**config.mk**
```make
export PLATFORM = sky130hd
export DESIGN_NAME = vrp_queue
export DESIGN_NICKNAME = d
export VERILOG_FILES = /design/src/hdl/vrp_pkg.sv /design/src/hdl/vrp_queue.sv
export SDC_FILE = /design/constraint.sdc
export NUM_CORES = 1
export LEC_CHECK = 0
export BUFFER_PORTS_ARGS = -buffer_cell sky130_fd_sc_hd__buf_2
export CAP_MARGIN = 30
export CORE_MARGIN = 2
export CORE_UTILIZATION = 45
export DETAILED_ROUTE_END_ITERATION = 8
export GPL_TIMING_DRIVEN = 0
export PLACE_DENSITY = 0.64
export REMOVE_ABC_BUFFERS = 1
export SYNTH_ARGS = -nofsm -noshare
export SYNTH_HDL_FRONTEND = slang
export SYNTH_SLANG_ARGS = --single-unit
```
**constraint.sdc**
```tcl
create_clock -name clock -period 10.2 [get_ports clock]
set_clock_uncertainty 0.05 [all_clocks]
set_input_delay 1.53 -clock clock [delete_from_list [all_inputs] [get_ports clock]]
set_output_delay 1.53 -clock clock [all_outputs]
set_load 0.1 [all_outputs]
```
**src/hdl/vrp_pkg.sv**
```systemverilog
`default_nettype none

package vrp_pkg;

   // Block geometry and number format.
   localparam int FRAC_BITS     = 16;
   localparam int SCREEN_WIDTH  = 128;
   localparam int SCREEN_HEIGHT = 128;

   // Field and register widths.
   localparam int VTX_W  = 32;
   localparam int ROT_W  = 18;
   localparam int PROJ_W = 24;
   localparam int SCR_W  = 16;
   localparam int CSR_DW = 32;
   localparam int CSR_AW = 5;

   // Datapath widths for the front end. With 16 fraction bits the rotated
   // coordinates stay well inside the +-2^37 limit of Y2_W, so no clamp is built.
   localparam int P1_W  = VTX_W + ROT_W;   // x*cos and friends
   localparam int S2_W  = P1_W + 1;        // sum of two products
   localparam int X1_W  = S2_W - FRAC_BITS;
   localparam int P3_W  = X1_W + ROT_W;
   localparam int S4_W  = P3_W + 1;
   localparam int Y2_W  = S4_W - FRAC_BITS;
   localparam int W_W   = Y2_W + 1;        // translated depth
   localparam int NP_W  = Y2_W + PROJ_W;   // projected numerator
   localparam int ADJ_W = NP_W + 1;

   // Divider widths: magnitude of the numerator, of the divisor and the
   // quotient bits kept below the saturation level 2^44.
   localparam int NUM_W = NP_W;
   localparam int DEN_W = W_W;
   localparam int QUO_W = 45;

   // Screen mapping widths.
   localparam int SIZE_W = 14;
   localparam int M1_W   = QUO_W + 2;
   localparam int M2_W   = M1_W + SIZE_W;

   localparam int QUEUE_DEPTH = 4;
   localparam int QUEUE_AW    = 2;

   typedef enum logic [2:0] {
      ADDR_COS_Z        = 3'd0,
      ADDR_SIN_Z        = 3'd1,
      ADDR_COS_X        = 3'd2,
      ADDR_SIN_X        = 3'd3,
      ADDR_PROJ_X_SCALE = 3'd4,
      ADDR_PROJ_Y_SCALE = 3'd5,
      ADDR_DEPTH_SCALE  = 3'd6,
      ADDR_DEPTH_OFFSET = 3'd7
   } csr_addr_type;

   typedef struct packed {
      logic signed [ROT_W-1:0]  cos_z;
      logic signed [ROT_W-1:0]  sin_z;
      logic signed [ROT_W-1:0]  cos_x;
      logic signed [ROT_W-1:0]  sin_x;
      logic signed [PROJ_W-1:0] proj_x_scale;
      logic signed [PROJ_W-1:0] proj_y_scale;
      logic signed [PROJ_W-1:0] depth_scale;
      logic signed [PROJ_W-1:0] depth_offset;
   } cfg_type;

   typedef struct packed {
      logic             neg;
      logic             ovf;
      logic [NUM_W-1:0] num;
   } div_arg_type;

   typedef struct packed {
      div_arg_type      px;
      div_arg_type      py;
      logic [DEN_W-1:0] den;
      logic             skip;
   } job_type;

   typedef struct packed {
      logic [DEN_W-1:0] rem;
      logic [QUO_W-1:0] qn;
   } lane_type;

   typedef struct packed {
      logic neg_x;
      logic ovf_x;
      logic neg_y;
      logic ovf_y;
      logic skip;
   } side_type;

endpackage

`default_nettype wire

```
**src/hdl/vrp_queue.sv**
```systemverilog
`default_nettype none

module vrp_queue (
   input  logic             clock,
   input  logic             reset,
   input  logic             push,
   input  vrp_pkg::job_type push_job,
   output logic             full,
   input  logic             pop,
   output logic             head_valid,
   output vrp_pkg::job_type head_job
);
   import vrp_pkg::*;

   job_type             mem_ff [QUEUE_DEPTH];
   logic [QUEUE_AW-1:0] wr_ptr_ff, rd_ptr_ff;
   logic [QUEUE_AW:0]   count_ff, count_in;

   assign full       = (count_ff == (QUEUE_AW+1)'(QUEUE_DEPTH));
   assign head_valid = (count_ff != '0);
   assign head_job   = mem_ff[rd_ptr_ff];

   always_comb begin
      count_in = count_ff;
      case ({push, pop})
         2'b10:   count_in = count_ff + 1'b1;
         2'b01:   count_in = count_ff - 1'b1;
         default: count_in = count_ff;
      endcase
   end

   always_ff @(posedge clock) begin
      if (reset) begin
         wr_ptr_ff <= '0;
         rd_ptr_ff <= '0;
         count_ff  <= '0;
      end else begin
         if (push) begin
            wr_ptr_ff <= wr_ptr_ff + 1'b1;
         end
         if (pop) begin
            rd_ptr_ff <= rd_ptr_ff + 1'b1;
         end
         count_ff <= count_in;
      end
   end

   always_ff @(posedge clock) begin
      if (push) begin
         mem_ff[wr_ptr_ff] <= push_job;
      end
   end

endmodule

`default_nettype wire

```
# After elaboration in Yosys (flattened, before gate mapping)
# Memories as Yosys holds them, arrays and structs flattened. A register that Yosys moved wholly into a read port is not among the register bits.
# Index checks and enable logic that the tools add are counted.
[word_totals]
latchBits = 0
reg_bits = 7
out_inout_bits = 170
mem_bits_ro = 0
ramBits = 672
memories = 1
inputBits = 172
word_cells = 18
[mem_list]
columns = ["name", "words", "word_bits", "read_ports", "rd_clocked_by_memory_dff", "wr", "line_no", "text"]
rows = [
  ["mem_ff", 4, 168, 1, 1, 1, "vrp_queue.sv:15", "job_type mem_ff [QUEUE_DEPTH];"],
]
[op_classes]
shift = 0
n_lt_le_gt_ge = 0
reduce_logical = 2
n_bitwise = 0
multipliers = 0
eq_ne = 3
add_sub_neg = 4
mux = 5
n_div = 0
[op_table]
columns = ["operator", "count"]
rows = [
  ["$pmux 3 s2", 1],
  ["$add 2x1->2 const B", 2],
  ["$mux 2", 2],
  ["$add 3x1->3 const B", 1],
  ["$eq 3x3->1 const B", 1],
  ["$reduce_bool 3->1", 1],
  ["$sub 3x1->3 const B", 1],
  ["$eq 2x1->1 const B", 1],
  ["$eq 2x2->1 const B", 1],
  ["$mux 1", 2],
  ["$reduce_bool 2->1", 1],
]

# Longest topological paths before layout
# Gate-level depths: netlist of the first run.
[depth]
depth_word = 3
mapped_depth = 6
mapped_depth_nobuf = 6

# Least setup slack after synthesis of the first run
# No wires, ideal clock.
[synth_path]
path_kind = "input -> register"
startpoint = "in push"
endpoint = "mem mem_ff[0][0] (netlist bit) (enable)"
arrival_ps = 5354
cell_stages = 1
path_slack_ps = 4248
required_ps = 9602
path_buffers = 0
setup_ps = 548
path_cell_list = "and2_1"
[synth_between]
elab_chain_cells = 2
[synth_rtl]
columns = ["element", "line_no", "text"]
rows = [
  ["from (decl)", "vrp_queue.sv:6", "input logic push,"],
  ["$mux 1", "vrp_queue.sv:49", "if (push) begin"],
  ["$mux 1 (not written as such)", "vrp_queue.sv:50", "mem_ff[wr_ptr_ff] <= push_job;"],
  ["to (decl)", "vrp_queue.sv:15", ""],
]
# No other way between the ends.

==> key figures, run 1 <==
Outcome
  – Status: complete, no violations

Placement
  – Placed cell count: 1940
  – Routability Congestion: 0.689
  – Placed cell areas: 0.0276 mm2
  – # port buffers: 341
  – Dpl hpwl: 28900 um

Worst setup path
  – Crit Path Category: flip-flop to primary output
  – Crit Path Max Fanout: 39
  – Reg2reg setup slack: 8250 ps
  – Startpoint types: flip-flop
  – Crit path cell chain: buf_12 > buf_16 > mux4_2 > buf_2
  – CP peak stage delay: 590 ps
  – Crit path to: head_job[7]
  – FF-to-FF path depth: 4
  – RR Endpoint: mem_ff[2][11]
  – CP top delay family: buffers and inverters
  – CP Capture Type: primary output
  – Critical path's slowest cell: dfxtp_4
  – Worst path depth: 4
  – CP Buf/Inv Count: 3
  – Worst r2r src: wr_ptr_ff[0]
  – Critical path arrival: 2710 ps
  – CP Data Required Time: 8620 ps

Clock tree
  – H-Tree Depth: 3
  – CTS tree: yes
  – Post-CTS setup buffer count: 0
  – Maximum root-to-sink buffer count: 3
  – Clk_lat worst skew: 580 ps
  – Hold-fix buffers, CTS: 0
  – CTS Root Cell: clkbuf_16
  – Worst-path clk slew: 60 ps
  – Post-CTS Resized: 0
  – # clock sinks: 681
  – TritonCTS Buffers: 71

Logic synthesis
  – Syn avg cell area: 26.8 um2
  – Seq cells post-synth: 681
  – Sequential cell area fraction in the yosys report: 0.825
  – Post-Synthesis Cells: 921
  – Unique masters post-synth: 19
  – Ys Warns: 0
  – Netlist Area Pre-Place: around 0.025 mm2

STA
  – Final min period: 4290 ps
  – Worst-margin pin slew: around 740 ps
  – Final Max Slew Viols: 0
  – Final setup violation count: 0
  – Final TNS setup: 0 ps
  – Hold Violations, Final: 0
  – Fin crit share: 0.421
  – Slew headroom: 0.509
  – Achievable frequency: 233 MHz
  – Unrepaired setup endpoints after global routing: no

Floorplan
  – FP Rows: 85
  – Core footprint: 0.0540 mm2
  – Boundary pin count: 342
  – Starting Density: 0.457
  – DIE HEIGHT: about 240 um
  – DIE WIDTH: ~240 um
  – Full die area: 0.0567 mm2

Run
  – Max_cap viols: 0

GRT
  – Number of global-route vias before repair: about 12000
  – Initial antenna violation count: 10
  – Overall Global Routing Usage: 0.169
  – Pin count of the biggest net entering global routing: 50
  – First-pass GRT wire length: ~72000 um
  – Grt total ovfl: 0

Route
  – Number of DRC markers in iteration 0: 545
  – DR vias/cell: about 5.3
  – Wire length per cell: around 23 um
  – DRT Pass-1 Iters: 5
  – Routed WL: about 47000 um
  – Antenna viol nets, final: 0
  – DRC: 0
  – Via count: about 11000

Power
  – Peak VDD IR: 0.000159 V
  – Static Leak: 9.93 nW
  – Pwr/cell area: 234 mW/mm2

Finish
  – Layout cells sized above 1: 0.458
  – Most frequent cells in the layout: edfxtp_1, buf_2, mux4_2, clkbuf_16, clkinv_1
  – Nets: between 1000 and 1500
  – Cell area after layout: 0.0297 mm2
  – Fin cells: between 2000 and 2500
  – Commonest non-fill, non-tap cell in the layout: edfxtp_1
  – Fillers: 4053
  – Synthesis-to-finish area growth: 20.5%

Min path
  – Hold path startpoint: count_ff[2]
  – Hold/Removal Path Class: flip-flop to flip-flop
## report_power, final
| group | switching (mW) | leakage (nW) | total (mW) | internal, mW |
|---|---|---|---|---|
| clock | 1.01 | 1.05 | 2.41 | 1.39 |
| combinational | 1.03 | 2.63 | 1.31 | 0.277 |
| sequential | 0.0370 | 6.25 | 3.25 | 3.22 |
| total | 2.08 | 9.93 | 6.97 | 4.89 |
## layout make-up
type / instances / area [um2] / area share
Sequential cell: 681 / 20400 / 0.685
Multi-Input combinational cell: 198 / 4030 / 0.135
Timing Repair Buffer: 362 / 2280 / 0.0766
Clock buffer: 84 / 1850 / 0.0621
Tap cell: 696 / 871 / 0.0293
Clock inverter: 40 / 312 / 0.0105
Antenna cell: 7 / 17.5 / 0.000589
Inverter: 3 / 11.3 / 0.000379
## cells by family after synthesis
kind of cell               count (synthesis)  share of synthesized area
xor gates and xnor gates                   5                    0.00178
buffers and inverters                     42                     0.0119
DFF                                      681                      0.825
muxes                                    170                      0.154
adders and majority gates                  6                    0.00335
AOI/OAI and AO/OA                          2                   0.000405
and+or+nand+nor                           15                    0.00304
## worst reg2reg max path, stage by stage, from the launching register on
cell and delay (ps):
dfxtp_1 350, inv_1 90, ha_1 140, and2_4 580
buf_16 340
## metrics by stage
step / power (mW) / hold WS, ps / setup WS (ps) / utilization
2_1_floorplan: 4.40 / 405 / 524 / -
3_3_place_gp: 4.74 / 439 / -3110 / 0.499
3_5_place_dp: 4.64 / 438 / 6410 / 0.510
4_1_cts: 7.07 / 450 / 5750 / 0.550
5_1_grt: 7.22 / 507 / 5690 / 0.550
6_report: 6.97 / 447 / 5910 / 0.550
## metal layers
metal,GRT usage,wire length [um]
met1,0.219,18800
met2,0.270,23600
met3,0.0574,3770
met4,0.0581,1080
met5,0,87
## cells in the mapped netlist
cell type | count | area, um2
and2_1 | 4 | 25.0
o21ai_0 | 1 | 5.00
xor2_1 | 2 | 17.5
a21oi_1 | 1 | 5.00
nor2_1 | 7 | 26.3
ha_1 | 5 | 62.6
clkbuf_1 | 6 | 22.5
nor3b_1 | 1 | 7.51
fa_1 | 1 | 20.0
mux4_2 | 168 | 3780
edfxtp_1 | 672 | 20200
xnor2_1 | 3 | 26.3
buf_6 | 15 | 169
inv_1 | 3 | 11.3
or3_1 | 2 | 12.5
mux2i_1 | 2 | 20.0
buf_2 | 18 | 90.1
dfxtp_1 | 9 | 180
nand2_1 | 1 | 3.75
## flip-flops by register name (all words and copies together), names as in the netlist, named ones only
| signal | count |
|---|---|
| count_ff | 3 |
| mem_ff | 672 |
| rd_ptr_ff | 2 |
| wr_ptr_ff | 2 |
## worst min-delay path by stage
stage	cells past startpoint	slack [ps]	end
global route	2	510	count_ff[2]
global placement	2	440	count_ff[2]
detailed placement	2	440	count_ff[2]
floorplan	2	410	count_ff[2]
CTS	2	450	count_ff[2]
finish	2	450	count_ff[2]
Note: power is estimated with default switching activity, not from simulation.
==> run 2, diff against run 1 <==
PLACE_DENSITY = 0.66   (was 0.64)
clock period = 3.93 ns   (was 10.2 ns; I/O delays follow)
==> run 2 against run 1 <==
  * Cell area is 0.22% higher
  * Power grew to 2.6 times the previous value
  * Routed wire length hardly changed
  * Critical path depth stayed put
  * First-iteration DRC count is 30% higher
  * Hold slack worse by 300 ps
  * Combinational power grew to 2.6 times the previous value
  * Non-clock buffer count stayed put
  * Via count is 1.3% lower
  * Sequential cell count stayed put
==> key figures, run 2 (synthesized netlist as in run 1, its figures left out) <==
Outcome
  – Status: complete, no violations

GRT
  – First-pass GRT wire length: 70600 um
  – Grt total ovfl: 0
  – Initial antenna violation count: 9
  – Number of global-route vias before repair: 11600
  – Pin count of the biggest net entering global routing: 51
  – Overall Global Routing Usage: 0.167

Power
  – Reg power frac: 0.462
  – Static Leak: 9.95 nW
  – Pwr/cell area: 613 mW/mm2
  – Peak VDD IR: 0.000465 V
  – Clock share of power: 0.352
  – Combinational fraction of design power: 0.186
  – Switching fraction of total power: 0.299
  – Int Power: 12.8 mW
  – Sw Pwr: 5.47 mW

Route
  – Via count: 10800
  – Wire length per cell: 22.8 um
  – DRC: 0
  – Routed WL: 47300 um
  – DRT Pass-1 Iters: 5
  – DR vias/cell: between 5 and 6
  – Antenna viol nets, final: 0
  – Number of DRC markers in iteration 0: ~710

Min path
  – WHS Endpoint: mem_ff[3][17]
  – Hold path startpoint: push_job[17]
  – Hold/Removal Path Class: primary input to flip-flop
  – Hold Path Stages: 1

STA
  – Final Max Slew Viols: 0
  – Unrepaired setup endpoints after global routing: no
  – Worst-margin pin slew: approximately 620 ps
  – Final setup violation count: 0
  – Fin crit share: 0.875
  – Final TNS setup: 0 ps
  – Final min period: 3440 ps
  – Post-layout worst setup margin: 490 ps
  – Achievable frequency: 291 MHz
  – Hold Violations, Final: 0
  – Slew headroom: 0.585

Finish
  – Largest register FFs: 672
  – Fin cells: slightly above 2000
  – Nets: between 1000 and 1500
  – Cell area after layout: 0.0298 mm2
  – Commonest non-fill, non-tap cell in the layout: edfxtp_1
  – Synthesis-to-finish area growth: 20.8%
  – Top reg by flops: mem_ff
  – Fillers: 4034
  – Layout cells sized above 1: 0.462
  – Largest regs: mem_ff (672), count_ff (3)
  – Most frequent cells in the layout: edfxtp_1, buf_2, mux4_2, clkbuf_16, clkinv_1
  – Util after Layout: 0.551

Worst setup path
  – CP Data Required Time: about 3300 ps
  – Crit Path Max Fanout: 38
  – Worst r2r src: wr_ptr_ff[0]
  – Crit Path Category: flip-flop to primary output
  – CP Capture Type: primary output
  – FF-to-FF path depth: 5
  – Startpoint types: flip-flop
  – Critical path arrival: 2800 ps
  – Reg2reg setup slack: 1770 ps
  – RR Endpoint: mem_ff[0][150]

Floorplan
  – Starting Density: 0.457
  – Boundary pin count: 342
  – FP Rows: 85
  – DIE WIDTH: around 240 um
  – DIE HEIGHT: between 200 and 250 um
  – Core footprint: ~0.054 mm2
  – Full die area: roughly 0.057 mm2

Clock tree
  – Worst-path clk slew: 60 ps
  – # clock sinks: 681
  – CTS tree: yes
  – Maximum root-to-sink buffer count: 3
  – H-Tree Depth: 3
  – Clk_lat worst skew: 600 ps
  – Hold-fix buffers, CTS: 0
  – Post-CTS Resized: 0
  – TritonCTS Buffers: 70
  – CTS Root Cell: clkbuf_16

Placement
  – Placed cell areas: 0.0275 mm2
  – Dpl hpwl: 28500 um
  – # port buffers: 341
  – Placed cell count: 1939
  – Routability Congestion: between 0.6 and 0.7
  – Dpl ws: 782 ps

Run
  – Max_cap viols: 0
[run 2: through the flow]
| step | hold WS (ps) | total power [mW] |
|---|---|---|
| floorplan | 405 | 11.4 |
| global placement | 437 | 12.3 |
| detailed placement | 442 | 12.0 |
| CTS | 97.7 | 18.5 |
| global route | 99.9 | 18.9 |
| finish | 143 | 18.3 |
[run 2: power by group through the flow]
| stage | clock network [mW] | registers [mW] | logic (mW) |
|---|---|---|---|
| 5_1_grt | 6.87 | 8.47 | 3.53 |
| 4_1_cts | 6.60 | 8.46 | 3.43 |
| 3_3_place_gp | 0 | 8.85 | 3.45 |
| 2_1_floorplan | 0 | 8.72 | 2.71 |
| 6_report | 6.44 | 8.44 | 3.40 |
| 3_5_place_dp | 0 | 8.61 | 3.42 |
[run 2: worst max-delay path, stage by stage (launching register included)]
cell and delay [ps]:
dfxtp_4 680, buf_16 360, buf_16 270, mux4_2 540, buf_2 310
[run 2: final cells by class]
class,instances,area (um2),area share
flip-flops and latches,681,20400,0.684
multi-input cells,198,4030,0.135
repair buffers,362,2250,0.0757
clock buffers,81,1810,0.0609
well taps,696,871,0.0292
clock inverters,46,433,0.0145
diodes,7,17.5,0.000588
inverters,3,11.3,0.000378
[run 2: worst max path at each step]
stage | endpoint | depth (start not counted)
finish | head_job[53] | 4
global route | head_job[51] | 4
CTS | head_job[53] | 4
detailed placement | head_job[53] | 4
global placement | head_job[23] | 2
floorplan | head_job[0] | 1
[run 2: metal layers]
metal | track usage | vias up | wire [um]
met4 | 0.0472 | 10 | 906
met2 | 0.274 | 260 | 23800
met5 | 0 | - | 55
met1 | 0.215 | 5691 | 19200
met3 | 0.0552 | 61 | 3340
li1 | - | 4814 | -
[run 2: timing repair]
| item | in CTS | in global routing |
|---|---|---|
| endpoints found under the hold margin | 0 | 0 |
| endpoints found under the setup margin | 0 | 1 |
| setup buffers | 0 | 1 |
